$ cat src/url_percent_codec_defines.svh
// Assertion macros shared by the URL percent codec RTL.
`ifndef URL_PERCENT_CODEC_DEFINES_SVH
`define URL_PERCENT_CODEC_DEFINES_SVH

// Same-cycle implication, checked outside reset.
`define UPC_ASSERT_NOW(lbl, ante, cons, msg) \
    lbl: assert property (@(posedge clk) disable iff (!rst_n) (ante) |-> (cons)) \
        else $error(msg);

// Next-cycle implication, checked outside reset.
`define UPC_ASSERT_NEXT(lbl, ante, cons, msg) \
    lbl: assert property (@(posedge clk) disable iff (!rst_n) (ante) |=> (cons)) \
        else $error(msg);

`endif

$ cat src/upc_pkg.sv
// Types, character constants and helper functions of the URL percent codec.
package upc_pkg;

    localparam logic [7:0] CHAR_PERCENT = 8'h25;
    localparam logic [7:0] CHAR_PLUS    = 8'h2B;
    localparam logic [7:0] CHAR_SPACE   = 8'h20;
    localparam logic [7:0] CHAR_TILDE   = 8'h7E;
    localparam logic [7:0] CHAR_DASH    = 8'h2D;
    localparam logic [7:0] CHAR_UNDER   = 8'h5F;
    localparam logic [7:0] CHAR_DOT     = 8'h2E;
    localparam logic [7:0] CHAR_LPAREN  = 8'h28;
    localparam logic [7:0] CHAR_RPAREN  = 8'h29;
    localparam logic [7:0] CHAR_COLON   = 8'h3A;
    localparam logic [7:0] CHAR_COMMA   = 8'h2C;

    localparam int CFG_IDX_W = 2;
    typedef logic [CFG_IDX_W-1:0] cfg_idx_t;

    localparam cfg_idx_t REG_ENCODE_MODE        = 2'd0;
    localparam cfg_idx_t REG_SPACE_AS_PLUS      = 2'd1;
    localparam cfg_idx_t REG_ESCAPE_PUNCTUATION = 2'd2;

    // Uppercase hex digit for a nibble.
    function automatic logic [7:0] hex_char(input logic [3:0] n);
        logic [7:0] ext;
        ext = {4'b0000, n};
        return (n < 4'd10) ? (8'h30 + ext) : (8'h37 + ext);
    endfunction

    // Value of a hex digit; anything that is not a hex digit counts as zero.
    function automatic logic [3:0] hex_value(input logic [7:0] c);
        logic [3:0] v;
        v = 4'd0;
        if (c >= 8'h30 && c <= 8'h39) v = c[3:0];
        else if ((c >= 8'h41 && c <= 8'h46) || (c >= 8'h61 && c <= 8'h66))
            v = c[3:0] + 4'd9;
        return v;
    endfunction

    function automatic logic [7:0] plain_decode(input logic [7:0] c);
        return (c == CHAR_PLUS) ? CHAR_SPACE : c;
    endfunction

    function automatic logic passes_through(input logic [7:0] c, input logic esc_punct);
        logic alnum;
        logic punct;
        alnum = (c >= 8'h41 && c <= 8'h5A) || (c >= 8'h61 && c <= 8'h7A) ||
                (c >= 8'h30 && c <= 8'h39);
        punct = (c == CHAR_LPAREN) || (c == CHAR_RPAREN) ||
                (c == CHAR_COLON) || (c == CHAR_COMMA);
        return alnum || (c == CHAR_DASH) || (c == CHAR_UNDER) || (c == CHAR_DOT) ||
               (c == CHAR_TILDE) || (!esc_punct && punct);
    endfunction

endpackage

$ cat src/upc_ifs.sv
// Channel interfaces of the URL percent codec: input bytes, output bytes, register writes.
interface upc_in_if;
    logic       valid;
    logic       ready;
    logic [7:0] in_byte;
    logic       in_last;
    modport source (output valid, output in_byte, output in_last, input ready);
    modport sink   (input valid, input in_byte, input in_last, output ready);
endinterface

interface upc_out_if;
    logic       valid;
    logic       ready;
    logic [7:0] out_byte;
    logic       out_last;
    modport source (output valid, output out_byte, output out_last, input ready);
    modport sink   (input valid, input out_byte, input out_last, output ready);
endinterface

interface upc_cfg_if;
    logic                  valid;
    logic                  ready;
    logic [1:0]            index;
    logic                  data;
    modport source (output valid, output index, output data, input ready);
    modport sink   (input valid, input index, input data, output ready);
endinterface

$ cat src/url_percent_codec.sv
// URL percent encoder/decoder over a byte stream, with mode registers.
//
//  channel   dir  payload              notes
//  in_ch     in   in_byte, in_last     valid/ready, in_last ends the string
//  out_ch    out  out_byte, out_last   valid/ready, up to three beats per input beat
//  cfg_ch    in   index, data          valid/ready, always ready
//
// An input beat is converted in the cycle it is accepted and lands in a three-byte
// result register; its bytes leave one per cycle while out_ch is ready (three for an
// escaped byte in encode mode, one for a completed escape in decode mode).
// The next input beat is taken in the same cycle as the final result byte.
// rst_n restores the mode registers, clears the decoder phase and empties the result register (count and index only).
// A stalled out_ch holds the current byte and blocks further input beats.
module url_percent_codec (
    input  logic       clk,
    input  logic       rst_n,
    upc_in_if.sink     in_ch,
    upc_out_if.source  out_ch,
    upc_cfg_if.sink    cfg_ch
);
    import upc_pkg::*;
    `include "url_percent_codec_defines.svh"

    typedef enum logic [1:0] {
        PH_IDLE = 2'd0,
        PH_PCT  = 2'd1,
        PH_NIB  = 2'd2
    } phase_t;

    phase_t     phase_reg, phase_next;
    logic [3:0] nibble_reg, nibble_next;
    logic       enc_reg, plus_reg, punct_reg;
    logic [7:0] bytes_reg [3];
    logic [7:0] bytes_next [3];
    logic [1:0] cnt_reg, cnt_next;
    logic [1:0] idx_reg;
    logic       last_reg;

    logic       in_fire, out_fire, final_beat;
    logic [7:0] c;

    assign c          = in_ch.in_byte;
    assign final_beat = (idx_reg == cnt_reg - 2'd1);
    assign out_fire   = out_ch.valid && out_ch.ready;
    assign in_ch.ready = (cnt_reg == 2'd0) || (out_fire && final_beat);
    assign in_fire    = in_ch.valid && in_ch.ready;
    assign cfg_ch.ready = 1'b1;

    assign out_ch.valid    = (cnt_reg != 2'd0);
    assign out_ch.out_byte = bytes_reg[idx_reg];
    assign out_ch.out_last = last_reg && final_beat;

    always_comb
    begin
        phase_next    = phase_reg;
        nibble_next   = nibble_reg;
        cnt_next      = 2'd0;
        bytes_next[0] = c;
        bytes_next[1] = 8'h00;
        bytes_next[2] = 8'h00;
        if (enc_reg)
        begin
            // Any byte taken in encode mode drops a pending escape.
            phase_next  = PH_IDLE;
            nibble_next = 4'd0;
            if (passes_through(c, punct_reg))
            begin
                cnt_next = 2'd1;
            end
            else if (plus_reg && c == CHAR_SPACE)
            begin
                cnt_next      = 2'd1;
                bytes_next[0] = CHAR_PLUS;
            end
            else
            begin
                cnt_next      = 2'd3;
                bytes_next[0] = CHAR_PERCENT;
                bytes_next[1] = hex_char(c[7:4]);
                bytes_next[2] = hex_char(c[3:0]);
            end
        end
        else
        begin
            case (phase_reg)
                PH_PCT:
                begin
                    if (in_ch.in_last)
                    begin
                        // The stream ended after a lone percent: replay it literally.
                        phase_next    = PH_IDLE;
                        cnt_next      = 2'd2;
                        bytes_next[0] = CHAR_PERCENT;
                        bytes_next[1] = plain_decode(c);
                    end
                    else
                    begin
                        nibble_next = hex_value(c);
                        phase_next  = PH_NIB;
                    end
                end
                PH_NIB:
                begin
                    phase_next    = PH_IDLE;
                    cnt_next      = 2'd1;
                    bytes_next[0] = {nibble_reg, hex_value(c)};
                end
                default:
                begin
                    phase_next = PH_IDLE;
                    if (c == CHAR_PERCENT)
                    begin
                        if (in_ch.in_last)
                            cnt_next = 2'd1;
                        else
                            phase_next = PH_PCT;
                    end
                    else
                    begin
                        cnt_next      = 2'd1;
                        bytes_next[0] = plain_decode(c);
                    end
                end
            endcase
        end
    end

    always_ff @(posedge clk or negedge rst_n)
    begin
        if (!rst_n)
        begin
            enc_reg    <= 1'b0;
            plus_reg   <= 1'b0;
            punct_reg  <= 1'b1;
            phase_reg  <= PH_IDLE;
            nibble_reg <= 4'd0;
            cnt_reg    <= 2'd0;
            idx_reg    <= 2'd0;
            last_reg   <= 1'b0;
        end
        else
        begin
            if (cfg_ch.valid)
            begin
                case (cfg_ch.index)
                    REG_ENCODE_MODE:        enc_reg   <= cfg_ch.data;
                    REG_SPACE_AS_PLUS:      plus_reg  <= cfg_ch.data;
                    REG_ESCAPE_PUNCTUATION: punct_reg <= cfg_ch.data;
                    default: ;
                endcase
            end
            if (in_fire)
            begin
                phase_reg  <= phase_next;
                nibble_reg <= nibble_next;
                cnt_reg    <= cnt_next;
                idx_reg    <= 2'd0;
                last_reg   <= in_ch.in_last;
            end
            else if (out_fire)
            begin
                if (final_beat)
                begin
                    cnt_reg <= 2'd0;
                    idx_reg <= 2'd0;
                end
                else
                begin
                    idx_reg <= idx_reg + 2'd1;
                end
            end
        end
    end

    always_ff @(posedge clk)
    begin
        if (in_fire)
        begin
            bytes_reg[0] <= bytes_next[0];
            bytes_reg[1] <= bytes_next[1];
            bytes_reg[2] <= bytes_next[2];
        end
    end

    `UPC_ASSERT_NOW(a_idx_in_range, cnt_reg != 2'd0, idx_reg < cnt_reg,
                    "result index beyond the result count")
    `UPC_ASSERT_NOW(a_no_overwrite, in_fire && cnt_reg != 2'd0, out_fire && final_beat,
                    "input beat accepted over undelivered result bytes")
    `UPC_ASSERT_NEXT(a_escape_starts_pct, in_fire && enc_reg && cnt_next == 2'd3,
                     out_ch.valid && out_ch.out_byte == CHAR_PERCENT && !out_ch.out_last,
                     "encoded escape does not open with a percent")
    `UPC_ASSERT_NEXT(a_last_idles, in_fire && in_ch.in_last,
                     phase_reg == PH_IDLE && cnt_reg != 2'd0,
                     "last beat left the decoder busy or produced no output")

endmodule
$ cat src/flat_wrapper.sv
// flat-port wrapper written by rule: the top's interface ports become plain ports
module url_percent_codec_flat import upc_pkg::*;
  (clk, rst_n, in_ch_valid, in_ch_in_byte, in_ch_in_last, in_ch_ready, out_ch_valid, out_ch_out_byte, out_ch_out_last, out_ch_ready, cfg_ch_valid, cfg_ch_index, cfg_ch_data, cfg_ch_ready);
  upc_in_if in_ch_i ();
  upc_out_if out_ch_i ();
  upc_cfg_if cfg_ch_i ();
  input  logic clk;
  input  logic rst_n;
  input wire logic [$bits(in_ch_i.valid)-1:0] in_ch_valid;
  input wire logic [$bits(in_ch_i.in_byte)-1:0] in_ch_in_byte;
  input wire logic [$bits(in_ch_i.in_last)-1:0] in_ch_in_last;
  output wire logic [$bits(in_ch_i.ready)-1:0] in_ch_ready;
  output wire logic [$bits(out_ch_i.valid)-1:0] out_ch_valid;
  output wire logic [$bits(out_ch_i.out_byte)-1:0] out_ch_out_byte;
  output wire logic [$bits(out_ch_i.out_last)-1:0] out_ch_out_last;
  input wire logic [$bits(out_ch_i.ready)-1:0] out_ch_ready;
  input wire logic [$bits(cfg_ch_i.valid)-1:0] cfg_ch_valid;
  input wire logic [$bits(cfg_ch_i.index)-1:0] cfg_ch_index;
  input wire logic [$bits(cfg_ch_i.data)-1:0] cfg_ch_data;
  output wire logic [$bits(cfg_ch_i.ready)-1:0] cfg_ch_ready;
  assign in_ch_i.valid = in_ch_valid;
  assign in_ch_i.in_byte = in_ch_in_byte;
  assign in_ch_i.in_last = in_ch_in_last;
  assign in_ch_ready = in_ch_i.ready;
  assign out_ch_valid = out_ch_i.valid;
  assign out_ch_out_byte = out_ch_i.out_byte;
  assign out_ch_out_last = out_ch_i.out_last;
  assign out_ch_i.ready = out_ch_ready;
  assign cfg_ch_i.valid = cfg_ch_valid;
  assign cfg_ch_i.index = cfg_ch_index;
  assign cfg_ch_i.data = cfg_ch_data;
  assign cfg_ch_ready = cfg_ch_i.ready;
  url_percent_codec u_core (.clk(clk), .rst_n(rst_n), .in_ch(in_ch_i), .out_ch(out_ch_i), .cfg_ch(cfg_ch_i));
endmodule
$ cat config.mk
export PLATFORM = sky130hd
export DESIGN_NAME = url_percent_codec_flat
export DESIGN_NICKNAME = d
export VERILOG_FILES = /design/src/upc_pkg.sv /design/src/upc_ifs.sv /design/src/url_percent_codec.sv /design/src/flat_wrapper.sv
export VERILOG_INCLUDE_DIRS = /design/src /design/src/src
export SDC_FILE = /design/constraint.sdc
export NUM_CORES = 1
export LEC_CHECK = 0
export BUFFER_PORTS_ARGS = -buffer_cell sky130_fd_sc_hd__buf_2
export CAP_MARGIN = 20
export CORE_MARGIN = 5
export CORE_UTILIZATION = 46
export CTS_CLUSTER_DIAMETER = 30
export DETAILED_ROUTE_END_ITERATION = 7
export PLACE_DENSITY = 0.66
export SYNTH_ARGS = -nofsm -noshare
export SYNTH_HDL_FRONTEND = slang
export SYNTH_SLANG_ARGS = --single-unit
$ cat constraint.sdc
create_clock -name clk -period 5.45 [get_ports clk]
set_clock_uncertainty 0.15 [all_clocks]
set_input_delay 0.8175 -clock clk [delete_from_list [all_inputs] [get_ports clk]]
set_output_delay 0.8175 -clock clk [all_outputs]
set_load 0.1 [all_outputs]
### Word-level counts from Yosys, hierarchy flattened

Memories as Yosys holds them, arrays and structs flattened.
Cells that the tools add are included.
Widths: inputs -> output; s select.

| storage, ports and cells | value |
|---|---|
| register bits | 14 |
| memory bits (writable) | 24 |
| output and inout port bits | 12 |
| memories | 1 |

Memory list:

| name | words | width | rd ports | clocked after memory_dff | write ports | line | text |
|---|---|---|---|---|---|---|---|
| u_core.bytes_reg | 3 | 8 | 1 | 0 | 3 | url_percent_codec.sv:33 | `logic [7:0] bytes_reg [3];` |

| operators by class | value |
|---|---|
| $add $sub $neg | 7 |
| order comparisons | 10 |
| equality and inequality tests | 17 |
| muxes and demuxes | 37 |
| reductions and logical operators | 35 |

Operator list:

| cell | count |
|---|---|
| $eq 8x6->1 const B | 9 |
| $mux 16 | 3 |
| $mux 8 | 6 |
| $le 8x7->1 const B | 4 |
| $add 6x4->7 const A | 4 |
| $mux 2 | 13 |
| $mux 24 | 1 |
| $mux 4 | 6 |
| $eq 8x7->1 const B | 2 |
| $ge 8x7->1 const B | 2 |
| $pmux 8 s2 | 1 |
| $logic_or 1x1->1 | 12 |
| $logic_and 1x1->1 | 11 |
| $ge 8x6->1 const B | 1 |
| $le 8x6->1 const B | 1 |
| $lt 4x4->1 const B | 2 |
| $pmux 2 s2 | 2 |
| $reduce_and 2->1 | 4 |
| $reduce_bool 2->1 | 4 |
| $mux 1 | 5 |
| $add 4x4->4 const B | 1 |
| $eq 2x1->1 const B | 2 |
| $eq 2x2->1 const B | 2 |
| $logic_not 2->1 | 2 |
| 6 further kinds | 6 |

### Depth between registers and ports, before layout

Gate-level depths: netlist of run 1.

| depth | value |
|---|---|
| word-level depth | 12 |
| mapped depth | 11 |
| gate-level depth less buffers | 10 |

### Least setup slack after synthesis of run 1

OpenSTA, ideal clock, no wires.

| timing | value |
|---|---|
| kind | flip-flop to output port |
| start | reg u_core.idx_reg[0] |
| end | out out_ch_out_byte[1] |
| arrival | 3.033 ns |
| data required time | 4.483 ns |
| slack | 1.450 ns |
| stages on the path, launching flop included | 4 |
| buffers on the path | 1 |
| cell sequence | dfrtp_1 -> buf_1 -> mux2i_1 -> o21ai_0 |

| between the ends | value |
|---|---|
| word-level cells in the longest chain between the ends | 1 |

Ends and longest elaborated chain:

| element | line | text |
|---|---|---|
| start: declaration | url_percent_codec.sv:36 | `logic [1:0] idx_reg;` |
| start signal: assignment | url_percent_codec.sv:169 | `idx_reg <= idx_reg + 2'd1;` |
| $mem_v2 3x8 | - |  |
| end: declaration | flat_wrapper.sv:14 | `output wire logic [$bits(out_ch_i.out_byte)-1:0] out_ch_out_byte;` |

No other way between the ends.

==> results of run 1 <==
==> power by group through the flow <==
| stage | Clock [W] | Combinational [W] | Sequential, W |
|---|---|---|---|
| after floorplan | 0 | 0.000656 | 0.000422 |
| after global placement | 0 | 0.000728 | 0.000464 |
| after detailed placement | 0 | 0.000731 | 0.000465 |
| after CTS | 0.000198 | 0.000732 | 0.000459 |
| after global routing | 0.000211 | 0.000770 | 0.000470 |
| final | 0.000194 | 0.000729 | 0.000458 |
==> critical path, delay by kind of cell <==
| kind | cells | cell delay [ns] |
|---|---|---|
| AOI/OAI and AO/OA | 3 | 0.84 |
| buffers and inverters | 2 | 0.42 |
| and+or+nand+nor | 2 | 1.18 |
| adders and majority gates | 1 | 0.27 |
==> cell type report <==
type | count | area [µm²] | area share (%)
clock buffer | 8 | 90.1 | 3.08
sequential | 37 | 1040 | 35.6
inverter | 17 | 63.8 | 2.18
timing repair buffer | 27 | 135 | 4.62
tap | 75 | 93.8 | 3.21
multi-input combinational | 219 | 1500 | 51.3
==> routing by layer <==
layer | up-vias | share of wire, % | wire length (µm) | global-route usage, %
met5 | - | 0 | 0 | 0
met4 | 0 | 2.6 | 169 | 7.08
met3 | 18 | 8.9 | 579 | 3.99
met2 | 124 | 42 | 2740 | 25.7
met1 | 1079 | 46 | 3030 | 26.5
li1 | 1123 | - | - | -
==> cell usage after synthesis, drive strengths merged (4+ instances only) <==
library cell,instances,area [µm²]
a21oi,16,83.8
a22o,4,35.0
buf,7,52.6
clkbuf,13,48.8
dfrtp,13,325
edfxtp,23,691
ha,13,163
inv,17,63.8
mux2,5,56.3
mux2i,8,80.1
nand2,38,143
nand2b,5,31.3
nand4,4,25.0
nor2,10,37.5
nor2b,7,43.8
nor3,10,50.1
nor3b,5,37.5
nor4,4,25.0
o21ai,22,110
o31ai,10,80.1
==> per-stage QoR <==
stage	total power, W	instances	cell area [µm²]	hold WS, ns	worst slack, ns
final	0.00138	383	2930	0.266	1.86
after global routing	0.00145	383	2930	0.298	1.74
after CTS	0.00139	383	2930	0.274	1.90
after detailed placement	0.00120	375	2840	0.315	1.61
after global placement	0.00119	375	2840	0.306	1.68
after floorplan	0.00108	293	2710	0.292	1.45
==> how the worst max path moves through the flow <==
| stage | startpoint | to | cells past startpoint |
|---|---|---|---|
| final | in_ch_in_byte[1] | u_core.bytes_reg[2][1]$_SDFFCE_PP0P_ | 8 |
| after detailed placement | in_ch_in_byte[1] | u_core.bytes_reg[2][1]$_SDFFCE_PP0P_ | 8 |
| after CTS | in_ch_in_byte[1] | u_core.bytes_reg[2][1]$_SDFFCE_PP0P_ | 8 |
| after global routing | in_ch_in_byte[1] | u_core.bytes_reg[2][1]$_SDFFCE_PP0P_ | 9 |
| after floorplan | u_core.idx_reg[0]$_DFFE_PN0P_ | out_ch_out_byte[1] | 3 |
| after global placement | in_ch_in_byte[1] | u_core.bytes_reg[2][1]$_SDFFCE_PP0P_ | 8 |
==> cell families after synthesis <==
group | count (synthesis) | share of synthesized area (%)
other | 1 | 0.138
xor gates and xnor gates | 5 | 1.62
AOI/OAI and AO/OA | 87 | 23.2
adders and majority gates | 13 | 6.01
buffers and inverters | 37 | 6.10
DFF | 37 | 38.5
and+or+nand+nor | 100 | 19.5
muxes | 13 | 5.04
==> qor.csv, run 1 <==
stage,metric,value,unit
run_status,status,completed,
hold_path,min_path_type,input pin to async pin,
final_layout,final_cell_mix,"38 x nand2_1, 27 x buf_2, 23 x edfxtp_1",
setup_path,crit_path_start_kind,input pin,
synth,syn_area_per_cell,9.24,µm²
final_layout,final_util,50.3,%
setup_path,worstPathArrival,3.53,ns
grt,grt-ovfl-total,0,
timing,slew_viol_final,0,
setup_path,critPathMaxFanout,15,
power,p_switching,0.000734,W
setup_path,reg2reg_slack,2.33,ns
synth,ys_ff_latch,37,
clock_network,path_clk_slew,0.07,ns
grt,grt_util_all_layers,18.1,%
routing,wire_per_inst,17.0,µm
die,chipWidth,86.7,µm
final_layout,final_nets,337,
final_layout,layout_commonest_cell,nand2_1,
grt,grt_pass1_vias,2133,
setup_path,worstPathRequired,5.40,ns
clock_network,cts_hold_buf,0,
power,comb_power_share,52.8,%
power,p_sw_share,53.2,%
place,hpwlAfterDp,4.82,mm
die,num_rows,28,
setup_path,cp_common_cell,or4b_4,
die,die_area,7520,µm²
synth,synth_edf_count,23,
routing,firstDrtPassIters,5,
setup_path,end_kind,register,
clock_network,cts.htree.levels,2,
synth,yosysWarningCount,0,
final_layout,fillers,574,
synth,netlist_instances,293,
setup_path,regToRegStartpoint,u_core.idx_reg[0]$_DFFE_PN0P_,
power,leakage,1.14,nW
die,start_util,46.6,%
grt,antenna_found_initial,0,
clock_network,post_cts_resized,0,
setup_path,crit_chain,buf_2 -> inv_1 -> ha_1 -> or4b_4 -> a311oi_2 -> a21oi_2 -> or4b_4 -> a2111oi_2,
synth,syn-cell-area,2710,µm²
routing,routed_via_density,6.12,
final_layout,drive_gt1_share,15.9,%
clock_network,post_cts_buffers,0,
routing,ant_nets,0,
timing,worst_slew_pin_slew,0.932,ns
clock_network,tritoncts,done,
timing,setup_tns,0,ns
clock_network,cts_sinks,37,
setup_path,slowest_stage,or4b_4,
timing,finalCritPeriodShare,65.8,%
synth,synth_ff_type,edfxtp_1,
power,p_per_area,472,nW/µm²
timing,period_needed,3.59,ns
synth,ys_types,65,
clock_network,numCtsBuffers,5,
timing,fmax,279,MHz
power,pwr-share-seq,33.2,%
routing,wirelength,6.51,mm
clock_network,cts_root_buffer,clkbuf_8,
synth,ys_async_sr_fraction,37.8,%
timing,hold_violations,0,
timing,setup_violations,0,
clock_network,clock_latency,0.29,ns
routing,vias,2344,
setup_path,r2r-end,u_core.nibble_reg[0]$_DFFE_PN0P_,
synth,yosysSeqAreaShare,38.5,%
place,gp_congestion,0.905,
setup_path,crit_path_max_incr_delay,0.65,ns
power,p_int,0.000646,W
routing,drc_errors,0,
die,die_height,86.7,µm
setup_path,r2r_cells,8,
job,max_cap_violations,0,
final_layout,synthToLayoutAreaGrowth,8.04,%
place,port_buffers,27,
routing,drtIter0Drc,189,
final_layout,antenna_cells,0,
clock_network,cts_buffer_depth,2,
timing,rsz0062_at_grt,no,
grt,grt_pass1_wl,10.8,mm
power,p_clk_share,14.0,%
die,ios,29,
timing,slew_headroom,37.8,%
final_layout,largest_register_ff_count,23,
power,ir_worst_vdd,446,µV
setup_path,crit_type,input pin to register,
die,coreArea,5820,µm²
synth,synth_nets,323,
grt,grt_start_max_net_pins,30,
Power figures use the tool's default switching activity.
==> run 2: changes to the inputs <==
--- a/config.mk
+++ b/config.mk
@@ -6,6 +6,7 @@
 export SDC_FILE = /design/constraint.sdc
 export NUM_CORES = 1
 export LEC_CHECK = 0
+export ABC_AREA = 1
 export BUFFER_PORTS_ARGS = -buffer_cell sky130_fd_sc_hd__buf_2
 export CAP_MARGIN = 20
 export CORE_MARGIN = 5
==> constraint.sdc (replaced) <==
create_clock -name clk -period 3.5 [get_ports clk]
set_clock_uncertainty 0.15 [all_clocks]
set_input_delay 0.525 -clock clk [delete_from_list [all_inputs] [get_ports clk]]
set_output_delay 0.525 -clock clk [all_outputs]
set_load 0.1 [all_outputs]
==> run 2 against run 1 <==
  * Die area rose by 1.2%
  * Area after synthesis grew 1.4%
  * Routed wire length grew 8.2%
  * Final area grew 4.1%
  * Sequential power increased by 64%
  * Register-to-register slack got worse by 1.3 ns
  * Via count increased by 9.0%
  * Count of clock-buffer cells in the layout decreased by 2
  * Largest power group unchanged
  * Hold slack improved by 0.079 ns
==> qor.csv, run 2 <==
stage,metric,value,unit,change
run_status,status,completed,,
power,comb_power_share,55.3,%,+2.5 points
setup_path,end_kind,primary output,,
setup_path,slowest_stage,dfrtp_1,,
clock_network,post_cts_buffers,0,,unchanged
routing,wirelength,7.05,mm,+8.2%
timing,slew_viol_final,0,,unchanged
setup_path,crit_chain,inv_1 -> nand2_1 -> a21oi_1 -> buf_2,,
final_layout,postLayoutCellArea,3050,µm²,+4.1%
final_layout,final_cell_mix,"117 x nand2_1, 44 x nor2_1, 41 x inv_1",,
setup_path,crit_type,register to primary output,,
timing,finalCritPeriodShare,72.1,%,
synth,yosysSeqAreaShare,38.0,%,-0.53 points
setup_path,cp_top_family,buffers and inverters,,
clock_network,cts.htree.levels,2,,unchanged
grt,grt_util_all_layers,19.9,%,+1.9 points
job,max_cap_violations,0,,unchanged
timing,period_needed,2.52,ns,
grt,antenna_found_initial,0,,unchanged
synth,synthTopCellsByArea,"edfxtp_1 25%, nand2_1 16%, dfrtp_1 12%, nor2_1 6.0%, ha_1 5.9%",,
synth,ys_types,38,,-42%
routing,routed_via_density,5.28,,-14%
power,p_clk_share,15.1,%,+1.1 points
place,hpwlAfterDp,5.51,mm,+14%
routing,drc_errors,0,,unchanged
clock_network,cts_sinks,37,,unchanged
place,dpl_cell_area,2920,µm²,+2.9%
synth,synth_commonest_cells,"117 x nand2_1, 44 x nor2_1, 41 x inv_1",,
timing,postLayoutSetupSlackWorst,0.977,ns,-0.886 ns
synth,syn-cell-area,2750,µm²,+1.4%
routing,drtIter0Drc,196,,+3.7%
power,p_int,0.00118,W,+82%
hold_path,whs_endpoint,u_core.punct_reg$_DFFE_PN1P_,,
setup_path,crit_path_max_incr_delay,0.54,ns,-0.11 ns
place,dpl_worst_slack,0.861,ns,-0.745 ns
timing,slew_headroom,50.2,%,+12 points
power,p_per_area,836,nW/µm²,+77%
timing,fmax,396,MHz,
final_layout,final_nets,438,,+30%
hold_path,hp-start,cfg_ch_data,,
die,num_rows,28,,unchanged
synth,ys_ff_latch,37,,unchanged
grt,grt_start_max_net_pins,30,,unchanged
setup_path,worstPathRequired,2.82,ns,-2.58 ns
grt,grt-ovfl-total,0,,unchanged
hold_path,min_path_type,input pin to register,,
clock_network,post_cts_resized,0,,unchanged
clock_network,clock_latency,0.29,ns,about the same
setup_path,crit_buf_inv,2,,unchanged
grt,grt_pass1_vias,2509,,+18%
setup_path,reg2reg_slack,1.05,ns,-1.28 ns
power,p_switching,0.00137,W,+87%
final_layout,largest_register_ff_count,23,,unchanged
timing,hold_violations,0,,unchanged
clock_network,tritoncts,done,,
synth,netlist_instances,384,,+31%
synth,synth_nets,414,,+28%
routing,firstDrtPassIters,5,,unchanged
routing,vias,2556,,+9.0%
timing,setup_tns,0,ns,unchanged
power,ir_worst_vdd,628,µV,+41%
timing,setup_violations,0,,unchanged
routing,ant_nets,0,,unchanged
die,ios,29,,unchanged
synth,yosys.area.top_type,edfxtp_1,,
timing,rsz0062_at_grt,no,,
setup_path,r2r_cells,11,,+3
setup_path,worstPathArrival,1.85,ns,-1.68 ns
die,chipWidth,87.3,µm,+0.61%
place,gp_congestion,0.929,,+2.6%
synth,synth_edf_count,23,,unchanged
final_layout,drive_gt1_share,14.4,%,-1.5 points
synth,yosysWarningCount,0,,unchanged
synth,synthMostInstantiatedCell,nand2_1,,
die,die_height,87.3,µm,+0.61%
setup_path,r2r-end,u_core.nibble_reg[3]$_DFFE_PN0P_,,
place,port_buffers,27,,unchanged
clock_network,numCtsBuffers,5,,unchanged
power,p_sw_share,53.9,%,+0.68 points
setup_path,regToRegStartpoint,u_core.cnt_reg[0]$_DFFE_PN0P_,,
grt,grt_pass1_wl,11.9,mm,+11%
power,leakage,1.50,nW,+31%
synth,syn_area_per_cell,7.15,µm²,-23%
die,die_area,7610,µm²,+1.2%
die,coreArea,5850,µm²,+0.60%
clock_network,cts_root_buffer,clkbuf_8,,
timing,worst_slew_pin_slew,0.747,ns,-0.185 ns
die,start_util,46.9,%,+0.36 points
final_layout,antenna_cells,0,,unchanged
clock_network,cts_hold_buf,1,,+1
clock_network,cts_buffer_depth,2,,unchanged
final_layout,layout_commonest_cell,nand2_1,,
clock_network,path_clk_slew,0.08,ns,about the same
synth,synth_ff_type,edfxtp_1,,
hold_path,whs_path_depth,3,,
synth,synth_top_cell_area_share,25.2,%,-0.35 points
setup_path,crit_path_start_kind,register,,
power,pwr-share-seq,29.5,%,-3.7 points
final_layout,synthToLayoutAreaGrowth,11.0,%,
synth,ys_async_sr_fraction,37.8,%,unchanged
routing,wire_per_inst,14.6,µm,-14%
setup_path,critPathMaxFanout,13,,-2
power,finalPower,0.00255,W,+85%
[run 2: changes by cell type in the layout (fill, tap and decap cells not counted), moves of 6 or more]
cell	delta
nor3_1	-6
nor2b_1	-7
mux2i_1	-8
nor2_2	+9
o31ai_1	-8
nor2_1	+34
inv_1	+24
nand2_1	+79
nand3_1	+26
a21oi_1	+6
[run 2: area by class of cell]
type / count / area [µm²]
clock buffer: 6 / 82.6
sequential: 37 / 1040
clock inverter: 2 / 37.5
tap: 75 / 93.8
fill: 581 / 2800
inverter: 47 / 176
timing repair buffer: 28 / 145
multi-input combinational: 289 / 1470
[run 2: cells by family (layout without fill, tap and decap cells)]
kind of cell	Yosys count	in the layout	share of synthesized area [%]
flip-flops	37	37	38.0
AO/OA/AOI/OAI	57	57	11.8
buffers and inverters	58	83	8.52
AND/OR/NAND/NOR	211	211	33.1
XOR/XNOR	7	7	2.51
adder cells (fa/ha/maj)	13	13	5.93
other	1	1	0.137
[run 2: stage by stage]
stage,util (%),std cells,hold slack [ns]
2_1_floorplan,-,384,0.0794
5_1_grt,52.1,484,0.360
3_5_place_dp,49.9,475,0.292
6_report,52.1,484,0.345
4_1_cts,52.1,484,0.339
3_3_place_gp,49.9,475,0.289
[run 2: worst max-delay path by stage]
stage	startpoint	end	cells past startpoint
floorplan	u_core.cnt_reg[0]$_DFFE_PN0P_	u_core.nibble_reg[3]$_DFFE_PN0P_	10
global placement	in_ch_in_byte[0]	u_core.bytes_reg[2][5]$_SDFFCE_PP0P_	14
detailed placement	in_ch_in_byte[0]	u_core.bytes_reg[2][5]$_SDFFCE_PP0P_	14
CTS	u_core.idx_reg[0]$_DFFE_PN0P_	out_ch_out_byte[3]	4
global route	u_core.cnt_reg[0]$_DFFE_PN0P_	u_core.nibble_reg[3]$_DFFE_PN0P_	11
finish	u_core.idx_reg[0]$_DFFE_PN0P_	out_ch_out_byte[3]	4
[run 2: power by group through the flow]
stage,Clock [W],Combinational [W],Sequential (W)
floorplan,0,0.00120,0.000708
global placement,0,0.00139,0.000760
detailed placement,0,0.00141,0.000761
global route,0.000414,0.00151,0.000771
CTS,0.000395,0.00141,0.000753
finish,0.000386,0.00141,0.000753
[run 2: routing by layer]
layer	global-route usage, %	up-vias	routed length, µm
li1	-	1284	-
met1	26.2	1169	3140
met3	3.31	18	405
met2	33.4	85	3340
met5	0	-	0
met4	6.28	0	169
[run 2: worst reg2reg max path: stages (launching register included)]
cell	delay, ns
dfrtp_1	0.36
inv_1	0.06
ha_1	0.32
xor2_2	0.18
nand3_1	0.08
nand2_1	0.09
nand2_1	0.11
inv_2	0.45
o21ai_2	0.18
nor2_1	0.22
nand3_1	0.11
nand2_1	0.07
==> run 3: changes to the inputs <==
==> constraint.sdc (replaced) <==
create_clock -name clk -period 2.63 [get_ports clk]
set_clock_uncertainty 0.15 [all_clocks]
set_input_delay 0.3945 -clock clk [delete_from_list [all_inputs] [get_ports clk]]
set_output_delay 0.3945 -clock clk [all_outputs]
set_load 0.1 [all_outputs]
==> run 3 against run 2 <==
  * Sequential power rose by 32%
  * Non-clock buffer count rose by 9
  * Sequential share of layout area fell by 1.6 points
  * Critical path depth rose by 2
  * Register-to-register slack got worse by 0.62 ns
==> qor.csv, run 3 (same netlist as run 2, synthesis figures left out) <==
stage,metric,value,unit,change
run_status,status,completed,,
routing,routed_via_density,5.47,,+3.6%
grt,grt_util_all_layers,20.9,%,+0.95 points
clock_network,clock_latency,0.30,ns,about the same
clock_network,numCtsBuffers,5,,unchanged
power,leakage,1.56,nW,+4.0%
final_layout,final_nets,447,,+2.1%
routing,wire_per_inst,15.4,µm,+5.5%
routing,drtIter0Drc,242,,+23%
setup_path,worstPathRequired,2.09,ns,-0.73 ns
grt,grt_pass1_vias,2570,,+2.4%
setup_path,reg2reg_slack,0.43,ns,-0.62 ns
power,p_clk_share,16.6,%,+1.5 points
setup_path,end_kind,primary output,,
die,die_area,7610,µm²,unchanged
clock_network,post_cts_buffers,0,,unchanged
die,coreArea,5850,µm²,unchanged
die,start_util,46.9,%,unchanged
routing,wirelength,7.58,mm,+7.5%
clock_network,tritoncts,done,,
power,p_per_area,1140,nW/µm²,+36%
timing,period_needed,2.52,ns,
die,ios,29,,unchanged
setup_path,r2r-end,u_core.nibble_reg[3]$_DFFE_PN0P_,,
hold_path,whs_path_depth,3,,unchanged
final_layout,final_cell_mix,"116 x nand2_1, 43 x nor2_1, 40 x inv_1",,
final_layout,drive_gt1_share,18.7,%,+4.2 points
power,comb_power_share,56.0,%,+0.7 points
timing,setup_violations,0,,unchanged
place,gp_congestion,0.937,,+0.85%
grt,grt_start_max_net_pins,29,,-3.3%
timing,setup_tns,0,ns,unchanged
power,pwr-share-seq,27.4,%,-2.1 points
setup_path,regToRegStartpoint,u_core.cnt_reg[0]$_DFFE_PN0P_,,
place,dpl_cell_area,3050,µm²,+4.5%
final_layout,largest_register_ff_count,23,,unchanged
setup_path,crit_type,register to primary output,,
final_layout,postLayoutCellArea,3200,µm²,+4.9%
clock_network,cts.htree.levels,2,,unchanged
final_layout,layout_commonest_cell,nand2_1,,
timing,finalCritPeriodShare,95.7,%,
routing,ant_nets,0,,unchanged
routing,firstDrtPassIters,7,,+2
power,p_switching,0.00193,W,+40%
setup_path,r2r_cells,11,,unchanged
timing,rsz0062_at_grt,no,,
job,max_cap_violations,0,,unchanged
final_layout,antenna_cells,0,,unchanged
clock_network,cts_sinks,37,,unchanged
routing,vias,2698,,+5.6%
grt,antenna_found_initial,0,,unchanged
setup_path,critPathMaxFanout,3,,-10
die,num_rows,28,,unchanged
grt,grt-ovfl-total,0,,unchanged
die,chipWidth,87.3,µm,unchanged
hold_path,min_path_type,input pin to register,,
grt,grt_pass1_wl,12.4,mm,+3.8%
hold_path,whs_endpoint,u_core.punct_reg$_DFFE_PN1P_,,
power,ir_worst_vdd,932,µV,+48%
timing,slew_viol_final,0,,unchanged
place,port_buffers,27,,unchanged
clock_network,cts_root_buffer,clkbuf_8,,
timing,hold_violations,0,,unchanged
clock_network,path_clk_slew,0.08,ns,about the same
power,p_sw_share,53.0,%,-0.90 points
final_layout,synthToLayoutAreaGrowth,16.4,%,
hold_path,hp-start,cfg_ch_data,,
place,hpwlAfterDp,5.80,mm,+5.3%
die,die_height,87.3,µm,unchanged
routing,drc_errors,0,,unchanged
timing,timing.hold.ws,0.206,ns,-0.139 ns
power,p_int,0.00171,W,+46%
setup_path,crit_path_start_kind,register,,
timing,fmax,397,MHz,
setup_path,worstPathArrival,1.97,ns,+0.12 ns
clock_network,cts_buffer_depth,2,,unchanged
-- run 3: changes by cell type in the layout (fill, tap and decap cells not counted), sizes merged --
cell    previous run  this run
clkbuf             6         5
buf               27        36
bufinv             1         2
-- run 3: what timing repair did --
| action | in CTS | in global routing |
|---|---|---|
| hold endpoints to repair | 13 | 0 |
| gates resized for setup | 0 | 0 |
| hold buffers | 1 | 0 |
-- run 3: per-stage QoR --
stage,total power [W],setup slack (ns),utilization (%),std cells
4_1_cts,0.00365,0.0851,54.6,493
6_report,0.00364,0.112,54.6,493
5_1_grt,0.00384,0.00894,54.6,493
3_5_place_dp,0.00304,0.168,52.1,484
3_3_place_gp,0.00300,0.222,52.1,484
2_1_floorplan,0.00263,0.0581,-,384
-- run 3: worst max-delay path by stage --
stage	slack, ns	startpoint	end	cells past startpoint
2_1_floorplan	0.06	u_core.cnt_reg[0]$_DFFE_PN0P_	u_core.nibble_reg[3]$_DFFE_PN0P_	10
3_3_place_gp	0.22	in_ch_in_byte[0]	u_core.bytes_reg[0][2]$_DFFE_PP_	13
3_5_place_dp	0.17	in_ch_in_byte[0]	u_core.bytes_reg[0][2]$_DFFE_PP_	13
4_1_cts	0.09	u_core.cnt_reg[0]$_DFFE_PN0P_	in_ch_ready	6
5_1_grt	0.009	u_core.cnt_reg[0]$_DFFE_PN0P_	in_ch_ready	6
6_report	0.11	u_core.cnt_reg[0]$_DFFE_PN0P_	in_ch_ready	6
-- run 3: final cells by class --
| cell class | instances | area (µm²) |
|---|---|---|
| tap | 75 | 93.8 |
| fill | 573 | 2660 |
| clock inverter | 3 | 68.8 |
| timing repair buffer | 37 | 225 |
| multi-input combinational | 289 | 1510 |
| inverter | 47 | 183 |
| clock buffer | 5 | 68.8 |
| sequential | 37 | 1040 |
-- run 3: critical path: stages, from the launching register on --
cell	delay (ns)
dfrtp_1	0.37
inv_1	0.06
ha_1	0.32
xor2_2	0.18
nand3_1	0.19
nand2_8	0.12
buf_2	0.42
-- run 3: power by group through the flow --
stage | clock network, W | registers (W) | logic [W]
after detailed placement | 0 | 0.00101 | 0.00203
after floorplan | 0 | 0.000942 | 0.00169
final | 0.000604 | 0.000997 | 0.00204
after CTS | 0.000615 | 0.000998 | 0.00204
after global placement | 0 | 0.00100 | 0.00200
after global routing | 0.000641 | 0.00102 | 0.00218
-- run 3: metal layers --
layer | part of all wire [%] | up-vias | GRT usage (%)
li1 | - | 1299 | -
met5 | 0 | - | 0
met1 | 41 | 1244 | 27.0
met4 | 1.9 | 0 | 7.11
met2 | 49 | 137 | 34.9
met3 | 8.0 | 18 | 3.97
